$ cat src/hdl/min_cost_max_flow_unit_assert.svh
// Assertion macros for the min-cost max-flow unit.
// Used by the top level; expects signals named clk and rst_n in scope.
`ifndef MIN_COST_MAX_FLOW_UNIT_ASSERT_SVH
`define MIN_COST_MAX_FLOW_UNIT_ASSERT_SVH

// A condition that must hold at every clock edge outside reset.
`define MCMF_ASSERT_ALWAYS(label, expr, msg) \
    label: assert property (@(posedge clk) disable iff (!rst_n) (expr)) else $error(msg);

// A condition that must hold in the cycle after its trigger.
`define MCMF_ASSERT_NEXT(label, ante, cons, msg) \
    label: assert property (@(posedge clk) disable iff (!rst_n) (ante) |=> (cons)) else $error(msg);

`endif

$ cat src/hdl/mcmf_ram.sv
// Generic simple dual-port RAM: one write port, one registered read port.
// No dependencies.
`timescale 1ns / 1ps
`default_nettype none

module mcmf_ram #(
    parameter int WIDTH = 8,
    parameter int DEPTH = 16
) (
    input  wire logic                                   clk,
    input  wire logic                                   we,
    input  wire logic [(DEPTH > 1 ? $clog2(DEPTH) : 1)-1:0] waddr,
    input  wire logic [WIDTH-1:0]                       wdata,
    input  wire logic [(DEPTH > 1 ? $clog2(DEPTH) : 1)-1:0] raddr,
    output logic      [WIDTH-1:0]                       rdata
);

    logic [WIDTH-1:0] mem [DEPTH];

    always_ff @(posedge clk)
    begin
        if (we)
        begin
            mem[waddr] <= wdata;
        end
        rdata <= mem[raddr];
    end

endmodule

`default_nettype wire

$ cat config.mk
export PLATFORM = sky130hd
export DESIGN_NAME = mcmf_ram
export DESIGN_NICKNAME = d
export VERILOG_FILES = /design/src/hdl/min_cost_max_flow_unit_assert.svh /design/src/hdl/mcmf_ram.sv
export SDC_FILE = /design/constraint.sdc
export NUM_CORES = 1
export LEC_CHECK = 0
export ABC_AREA = 1
export CELL_PAD_IN_SITES_DETAIL_PLACEMENT = 1
export CELL_PAD_IN_SITES_GLOBAL_PLACEMENT = 1
export CORE_MARGIN = 8
export CORE_UTILIZATION = 45
export DETAILED_ROUTE_END_ITERATION = 10
export DONT_BUFFER_PORTS = 1
export PLACE_DENSITY = 0.73
export SLEW_MARGIN = 20
export SYNTH_ARGS = -nofsm -noshare
export SYNTH_HDL_FRONTEND = slang
export SYNTH_SLANG_ARGS = --single-unit
$ cat constraint.sdc
create_clock -name clk -period 1.1 [get_ports clk]
set_input_delay 0.165 -clock clk [delete_from_list [all_inputs] [get_ports clk]]
set_output_delay 0.165 -clock clk [all_outputs]
set_load 0.1 [all_outputs]
# == After elaboration in Yosys (flattened, before gate mapping) ==
# Memories as Yosys holds them, arrays and structs flattened. A register that Yosys moved wholly into a read port is not among the register bits.
# Index checks and enable logic that the tools add are counted.
# Widths: inputs -> output; s select.
# classes
mux,2
# ops
op,count
$mux 1,2
# word_totals
n_memories,1
ramBits,128
word_cells,3
in_bits,18
register_bits,0
output_inout_bits,8
# memory_table
memory,depth,width,rd,rd_clocked_by_memory_dff,write_ports,line,source
mem,16,8,1,1,1,mcmf_ram.sv:18,logic [WIDTH-1:0] mem [DEPTH];

# == Longest topological paths before layout ==
# Gate-level depths: netlist (run 1).
# logic_depth
word_depth,2
mapped_depth,8
mapped_depth_nobuf,7

# == Worst setup path before layout (run 1) ==
# Ideal clock, no wire load.
# synth_path
path_type,input port to flip-flop
startpoint,input port waddr[3] (netlist name)
endpoint,memory mem[4][0] (enable)
slack_ps,-16
setup_time_ps,370
path_buffers,0
t_arrival_ps,746
cell_stages,2
required_time_ps,730
cell_sequence,nand3b_1 nor2_1
# synth_lines
element,line,source
"start, declared",mcmf_ram.sv:12,"input wire logic [(DEPTH > 1 ? $clog2(DEPTH) : 1)-1:0] waddr,"
"end, declared",mcmf_ram.sv:18,
# Straight into the memory's write port.

# == Worst setup path in the final report (run 1) ==
# layout_path
startpoint,"register rdata[0], read port of mem"
endpoint,output port rdata[0]
# layout_lines
element,line,source
"start, declared",mcmf_ram.sv:15,output logic [WIDTH-1:0] rdata
# No word-level cell between the ends.

==> flow_summary.toml, run 1 <==
[clock_tree]
cts-htree-levels = 4
insertion_delay_ns = 0.42
cts.clk_slew.worst_paths_ns = 0.06
cts.sink_count = 136
cts_root_buffer = "sky130_fd_sc_hd__clkbuf_16"
clock_path_buffers = 2
cts.hold.buffers_added = 10
cts_tree = "yes"
cts_buffers = 17

[finish]
final_layout_size_suffix_gt1_share_pct = 12.3
instances_no_fill = 772
final_util_pct = 55.2
antenna_cells_inserted = 0
fin_area_mm2 = 0.00694
syn2layout_area_growth_pct = 20.4
fin_nets = 605

[synth]
yosys.area_share.xor_xnor_pct = 0
synth_area_per_cell_um2 = 10.5
yosysWarnings = 0
yosys-top-cells-count = "sky130_fd_sc_hd__nand2_1, sky130_fd_sc_hd__edfxtp_1, sky130_fd_sc_hd__inv_1"
postSynthNetCount = 569
synthSimpleGateAreaFrac_pct = 21.0
yosysTopAreaCell = "sky130_fd_sc_hd__edfxtp_1"
largest_family_of_logic_cells_by_synthesized_area = "simple AND/OR/NAND/NOR gates"
synth_seq_cells = 136
async_reset_ff_share_pct = 0
synthAdderAreaFrac_pct = 0
synth_cells = 551
synth_flop_cell = "sky130_fd_sc_hd__edfxtp_1"
post_synth_mux_area_share_pct = 0
netlist.area_leader.share_pct = 66.7
synth_enable_flop_cells = 128
post_synthesis_compound_gate_area_fraction_pct = 0
syn-cell-area_mm2 = 0.00577
yosysSeqAreaShare_pct = 69.4
ys_types = 12
synth_most_common_cell = "sky130_fd_sc_hd__nand2_1"
synth.area.top_cells = "sky130_fd_sc_hd__edfxtp_1, sky130_fd_sc_hd__nand2_1, sky130_fd_sc_hd__nand3_1"

[sta]
rsz_0062_raised_after_global_routing = "true"
post-route-min-period_ns = 1.13
part_of_the_cycle_the_worst_path_needs_pct = 103
report.final.setup_viol = 3
timing.slew.headroom_pct = 43.7
tightest_slew_ns = 0.844
clock_skew_ns = 0.00699
timing.final.max_slew_violations = 0
finalHoldWorstSlack_ns = -0.161
fin_ws_ns = -0.0281
fmax_ghz = 0.886
timing_hold_violations_final = 17

[worst_setup_path]
worst_path_dominant_cell_family = "flip-flops"
worstSetupEndpointType = "primary output"
crit_path_top_delay_cell = "sky130_fd_sc_hd__dfxtp_4"
crit_type = "flip-flop to primary output"
crit_path_max_fanout = 1
crit_buf_inv = 1
worst_setup_path_start_kind = "flip-flop"
timing.critical_path.cells = "buf_12"
worst-endpoint-arrival_ns = 0.96
cp.required_ns = 0.94
largest_stage_delay_on_the_critical_path_ns = 0.37

[power_and_ir_drop]
power.share.switching_pct = 22.0
vdd.ir_drop.worst_mv = 1.83
power_frac_comb_pct = 8.2
power.internal_uw = 9880
power_switching_uw = 2780
p_per_area_mw_per_mm2 = 1820
p_clk_share_pct = 45.5
seq_power_share_pct = 46.3
p_leak_uw = 0.00303

[grt]
number_of_global_route_vias_before_repair = 4233
grt_pass1_wl_um = 24100
globalRoute.totalOverflow = 0
grt_start_max_net_pins = 66
antenna_violations_before_repair = 0
gr-usage-all-layers_pct = 20.2

[place]
dp_slack_ns = 0.00385
placement.cell_area_mm2 = 0.00619
hpwl_um = 9100
io_buffers = 0
placedCellCount = 730
finalWeightedCongestion = 0.777

[drt]
drt-pass1-iter-count = 4
postRouteWirelength_um = 15500
drt-vias-per-instance = 5.12
drtIter0Drc = 389
route.detailed.drc = 0
via_count = 3955
routedWlPerCell_um = 20.1
ant_nets = 0

[die]
number_of_standard_cell_rows_in_the_floorplan = 41
die_width_um = 129
initial_utilization_pct = 45.9
die_area_mm2 = 0.0167
boundaryPins = 26
die_y_extent_um = 129
core-area_mm2 = 0.0126

[job]
drv.max_cap_violation_count = 0

[hold_path]
hold_path.class = "primary input to flip-flop"

[run_status]
failing_checks = "hold timing, setup timing"
outcome = "complete, but fails checks"
-- layer usage --
layer	GRT usage, %	up-vias	wire length (um)
met5	0	-	0
met4	9.26	0	383
met3	6.49	28	1110
met2	32.7	128	7730
met1	24.1	1944	6330
li1	-	1855	-
-- through the flow --
stage / hold slack [ns] / TNS [ns] / power (uW)
after detailed placement: 0.265 / 0 / 6850
final: -0.161 / -0.0401 / 12700
after global placement: 0.265 / 0 / 6830
after floorplan: 0.264 / -1.01 / 6580
after global routing: -0.180 / -0.252 / 13000
after CTS: -0.185 / -0.959 / 12800
-- power by group through the flow --
stage               Sequential [uW]  Clock [uW]  Combinational [uW]
floorplan                      6170           0                 409
global placement               5950           0                 874
detailed placement             5960           0                 892
CTS                            5860        5860                1030
global route                   5870        6060                1110
finish                         5860        5760                1040
-- final timing paths --
path	slack, ns	end	depth (start not counted)	startpoint
max	-0.03	rdata[0]	1	rdata[0]$_DFF_P_
min	-0.16	mem[8][3]$_DFFE_PP_	0	wdata[3]
max reg2reg	0.03	rdata[1]$_DFF_P_	6	mem[9][1]$_DFFE_PP_
min reg2reg	0.71	rdata[6]$_DFF_P_	6	mem[6][6]$_DFFE_PP_
-- layout by cell type, fill, tap and decap left out --
master / Yosys / routed
sky130_fd_sc_hd__nand2_1: 173 / 173
sky130_fd_sc_hd__edfxtp_1: 128 / 128
sky130_fd_sc_hd__inv_1: 100 / 100
sky130_fd_sc_hd__nand3_1: 97 / 90
sky130_fd_sc_hd__buf_4: 4 / 20
sky130_fd_sc_hd__nor2_1: 17 / 17
sky130_fd_sc_hd__clkbuf_16: 0 / 17
sky130_fd_sc_hd__buf_12: 0 / 11
sky130_fd_sc_hd__nand3_2: 0 / 7
sky130_fd_sc_hd__dfxtp_2: 0 / 7
sky130_fd_sc_hd__dlymetal6s4s_1: 0 / 6
sky130_fd_sc_hd__clkinv_2: 0 / 5
sky130_fd_sc_hd__bufinv_16: 0 / 4
sky130_fd_sc_hd__dlygate4sd3_1: 0 / 4
sky130_fd_sc_hd__clkbuf_1: 0 / 3
sky130_fd_sc_hd__clkinv_1: 0 / 3
sky130_fd_sc_hd__inv_2: 2 / 2
sky130_fd_sc_hd__nand3b_1: 2 / 2
sky130_fd_sc_hd__dfxtp_4: 0 / 1
-- state kept, by name, indices dropped and copies added, names as in the netlist --
register	count
mem	128
rdata	8
-- layout make-up --
type / count / area, um2
Clock inverter: 12 / 156
Inverter: 102 / 383
Fill cell: 1327 / 5630
Timing Repair Buffer: 41 / 485
Multi-Input combinational cell: 289 / 1250
Tap cell: 172 / 215
Sequential cell: 136 / 4020
Clock buffer: 20 / 437
-- cells by family after synthesis --
logic type             count (synthesis)
buffers and inverters                126
DFF                                  136
and+or+nand+nor                      289
-- repair_timing --
action / CTS / global route
setup buffers: 0 / 0
setup endpoints to repair: 8 / 108
hold endpoints to repair: 136 / 16
resized for setup: 9 / 13
Power figures use the tool's default switching activity.
==> inputs of run 2 (changes only) <==
--- a/config.mk
+++ b/config.mk
@@ -6,10 +6,11 @@
 export NUM_CORES = 1
 export LEC_CHECK = 0
 export ABC_AREA = 1
-export CELL_PAD_IN_SITES_DETAIL_PLACEMENT = 1
-export CELL_PAD_IN_SITES_GLOBAL_PLACEMENT = 1
+export CELL_PAD_IN_SITES_DETAIL_PLACEMENT = 0
+export CELL_PAD_IN_SITES_GLOBAL_PLACEMENT = 2
 export CORE_MARGIN = 8
-export CORE_UTILIZATION = 45
+export CORE_UTILIZATION = 38
+export CTS_BUF_LIST = sky130_fd_sc_hd__clkbuf_8 sky130_fd_sc_hd__clkbuf_16
 export DETAILED_ROUTE_END_ITERATION = 10
 export DONT_BUFFER_PORTS = 1
 export PLACE_DENSITY = 0.73
==> flow_summary.toml, run 2 (synthesized netlist as in run 1, its figures left out) <==
[run_status]
outcome = "complete, but fails checks"
failing_checks = "hold timing, setup timing"

[sta]
tightest_slew_ns = 0.850
timing.final.max_slew_violations = 0
clock_skew_ns = 0.00658
report.final.setup_viol = 5
fmax_ghz = 0.882
fin_ws_ns = -0.0335
post-route-min-period_ns = 1.13
timing_hold_violations_final = 32
timing.slew.headroom_pct = 43.4
part_of_the_cycle_the_worst_path_needs_pct = 103
finalHoldWorstSlack_ns = -0.164
rsz_0062_raised_after_global_routing = "true"

[die]
initial_utilization_pct = 38.4
boundaryPins = 26
die_y_extent_um = 139
number_of_standard_cell_rows_in_the_floorplan = 45
die_area_mm2 = 0.0194
core-area_mm2 = 0.0150
die_width_um = 139

[finish]
largest_reg_flops = 128
mostFrequentLayoutCells = "sky130_fd_sc_hd__nand2_1, sky130_fd_sc_hd__edfxtp_1, sky130_fd_sc_hd__inv_1"
final_layout_size_suffix_gt1_share_pct = 12.2
antenna_cells_inserted = 0
n_fill_cell = 1389
largest_registers = "mem x128, rdata x8"
largest_register = "mem"
fin_nets = 604
most_frequent_standard_cell_in_the_layout_excluding_fill_and_tap_cells = "sky130_fd_sc_hd__nand2_1"
fin_area_mm2 = 0.00701
final_util_pct = 46.6
syn2layout_area_growth_pct = 21.6

[worst_setup_path]
timing.critical_path.cells = "buf_12"
worst_setup_path_start_kind = "flip-flop"
crit_path_top_delay_cell = "sky130_fd_sc_hd__dfxtp_4"
worstSetupEndpointType = "primary output"
r2r-end = "rdata[1]$_DFF_P_"
largest_stage_delay_on_the_critical_path_ns = 0.37
reg_to_reg_setup_timing_slack_ns = 0.08
reg2reg_from = "mem[10][1]$_DFFE_PP_"
ff2ff_path_depth = 6
worst-endpoint-arrival_ns = 0.97
crit_type = "flip-flop to primary output"
worst_path_dominant_cell_family = "flip-flops"
crit_path_max_fanout = 1
crit_buf_inv = 1
cp.required_ns = 0.94

[place]
finalWeightedCongestion = 0.767
io_buffers = 0
hpwl_um = 8690
placement.cell_area_mm2 = 0.00622

[clock_tree]
cts.sink_count = 136
cts.hold.buffers_added = 10
cts-htree-levels = 4
cts_root_buffer = "sky130_fd_sc_hd__clkbuf_16"
total_setup_buffers_inserted_after_cts = 0
clock_path_buffers = 2
insertion_delay_ns = 0.43
cts.clk_slew.worst_paths_ns = 0.06
cts_tree = "yes"
cts_buffers = 17

[drt]
drtIter0Drc = 286
drt-vias-per-instance = 4.74
route.detailed.drc = 0
postRouteWirelength_um = 14200
routedWlPerCell_um = 18.0
via_count = 3733
ant_nets = 0
drt-pass1-iter-count = 4

[grt]
grt_pass1_wl_um = 22000
gr-usage-all-layers_pct = 15.4
number_of_global_route_vias_before_repair = 3802
antenna_violations_before_repair = 0
globalRoute.totalOverflow = 0
grt_start_max_net_pins = 66

[hold_path]
hold_path.class = "primary input to flip-flop"
endpoint_with_the_worst_hold_slack = "mem[3][6]$_DFFE_PP_"
beginning_of_the_worst_hold_path = "wdata[6]"
hold-path-cell-count = 0

[job]
drv.max_cap_violation_count = 0

[power_and_ir_drop]
p_leak_uw = 0.00304
vdd.ir_drop.worst_mv = 1.16
p_per_area_mw_per_mm2 = 1850
## run 2: changes by cell type in the layout (fill, tap and decap cells not counted), sizes merged
cell	before	now
buf	31	30
dlygate4sd3	4	5
inv	102	105
dlymetal6s4s	6	5
clkinv	8	3
clkinvlp	0	2
## run 2: how the worst max path moves through the flow
| stage | from | to | slack (ns) | cells after the start |
|---|---|---|---|---|
| after floorplan | waddr[3] | mem[4][0]$_DFFE_PP_ | -0.02 | 2 |
| after global placement | raddr[0] | rdata[5]$_DFF_P_ | 0.002 | 7 |
| after detailed placement | raddr[0] | rdata[5]$_DFF_P_ | -0.009 | 7 |
| after CTS | rdata[4]$_DFF_P_ | rdata[4] | -0.05 | 1 |
| after global routing | rdata[6]$_DFF_P_ | rdata[6] | -0.07 | 1 |
| final | rdata[6]$_DFF_P_ | rdata[6] | -0.03 | 1 |
## run 2: repair_timing
action | CTS | global route
endpoints found under the hold margin | 136 | 32
setup endpoints to repair | 8 | 78
gates resized for setup | 11 | 9
## run 2: area by class of cell
cell class                      instances  area [um2]  share of cell area [%]
Tap cell                              188         235                    3.35
Multi-Input combinational cell        289        1230                    17.5
Inverter                              102         383                    5.46
Sequential cell                       136        4020                    57.4
Timing Repair Buffer                   40         500                    7.14
Clock inverter                         12         174                    2.48
Clock buffer                           20         467                    6.66
## run 2: routing by layer
layer | GRT usage [%] | routed length, um | vias to the layer above | part of all wire (%)
met4 | 5.49 | 201 | 0 | 1.4
met1 | 19.9 | 6800 | 1796 | 48
met2 | 24.5 | 6550 | 75 | 46
met5 | 0 | 0 | - | 0
li1 | - | - | 1846 | -
met3 | 4.23 | 602 | 16 | 4.3
## run 2: power by group
part           leakage [uW]  switching [uW]  total, uW  internal (uW)
clock network      0.000315            2130       6090           3960
registers           0.00123            59.4       5860           5800
logic               0.00150             658       1000            343
total               0.00304            2850      13000          10100
## run 2: metrics by stage
step | cells | total power [uW] | setup WS, ns | hold WS (ns) | TNS [ns]
after floorplan | 551 | 6580 | -0.0158 | 0.264 | -1.01
after CTS | 787 | 13100 | -0.0546 | -0.180 | -1.17
after global routing | 787 | 13400 | -0.0687 | -0.189 | -0.369
after global placement | 745 | 6850 | 0.00162 | 0.265 | 0
final | 787 | 13000 | -0.0335 | -0.164 | -0.123
after detailed placement | 745 | 6850 | -0.00905 | 0.265 | -0.00905
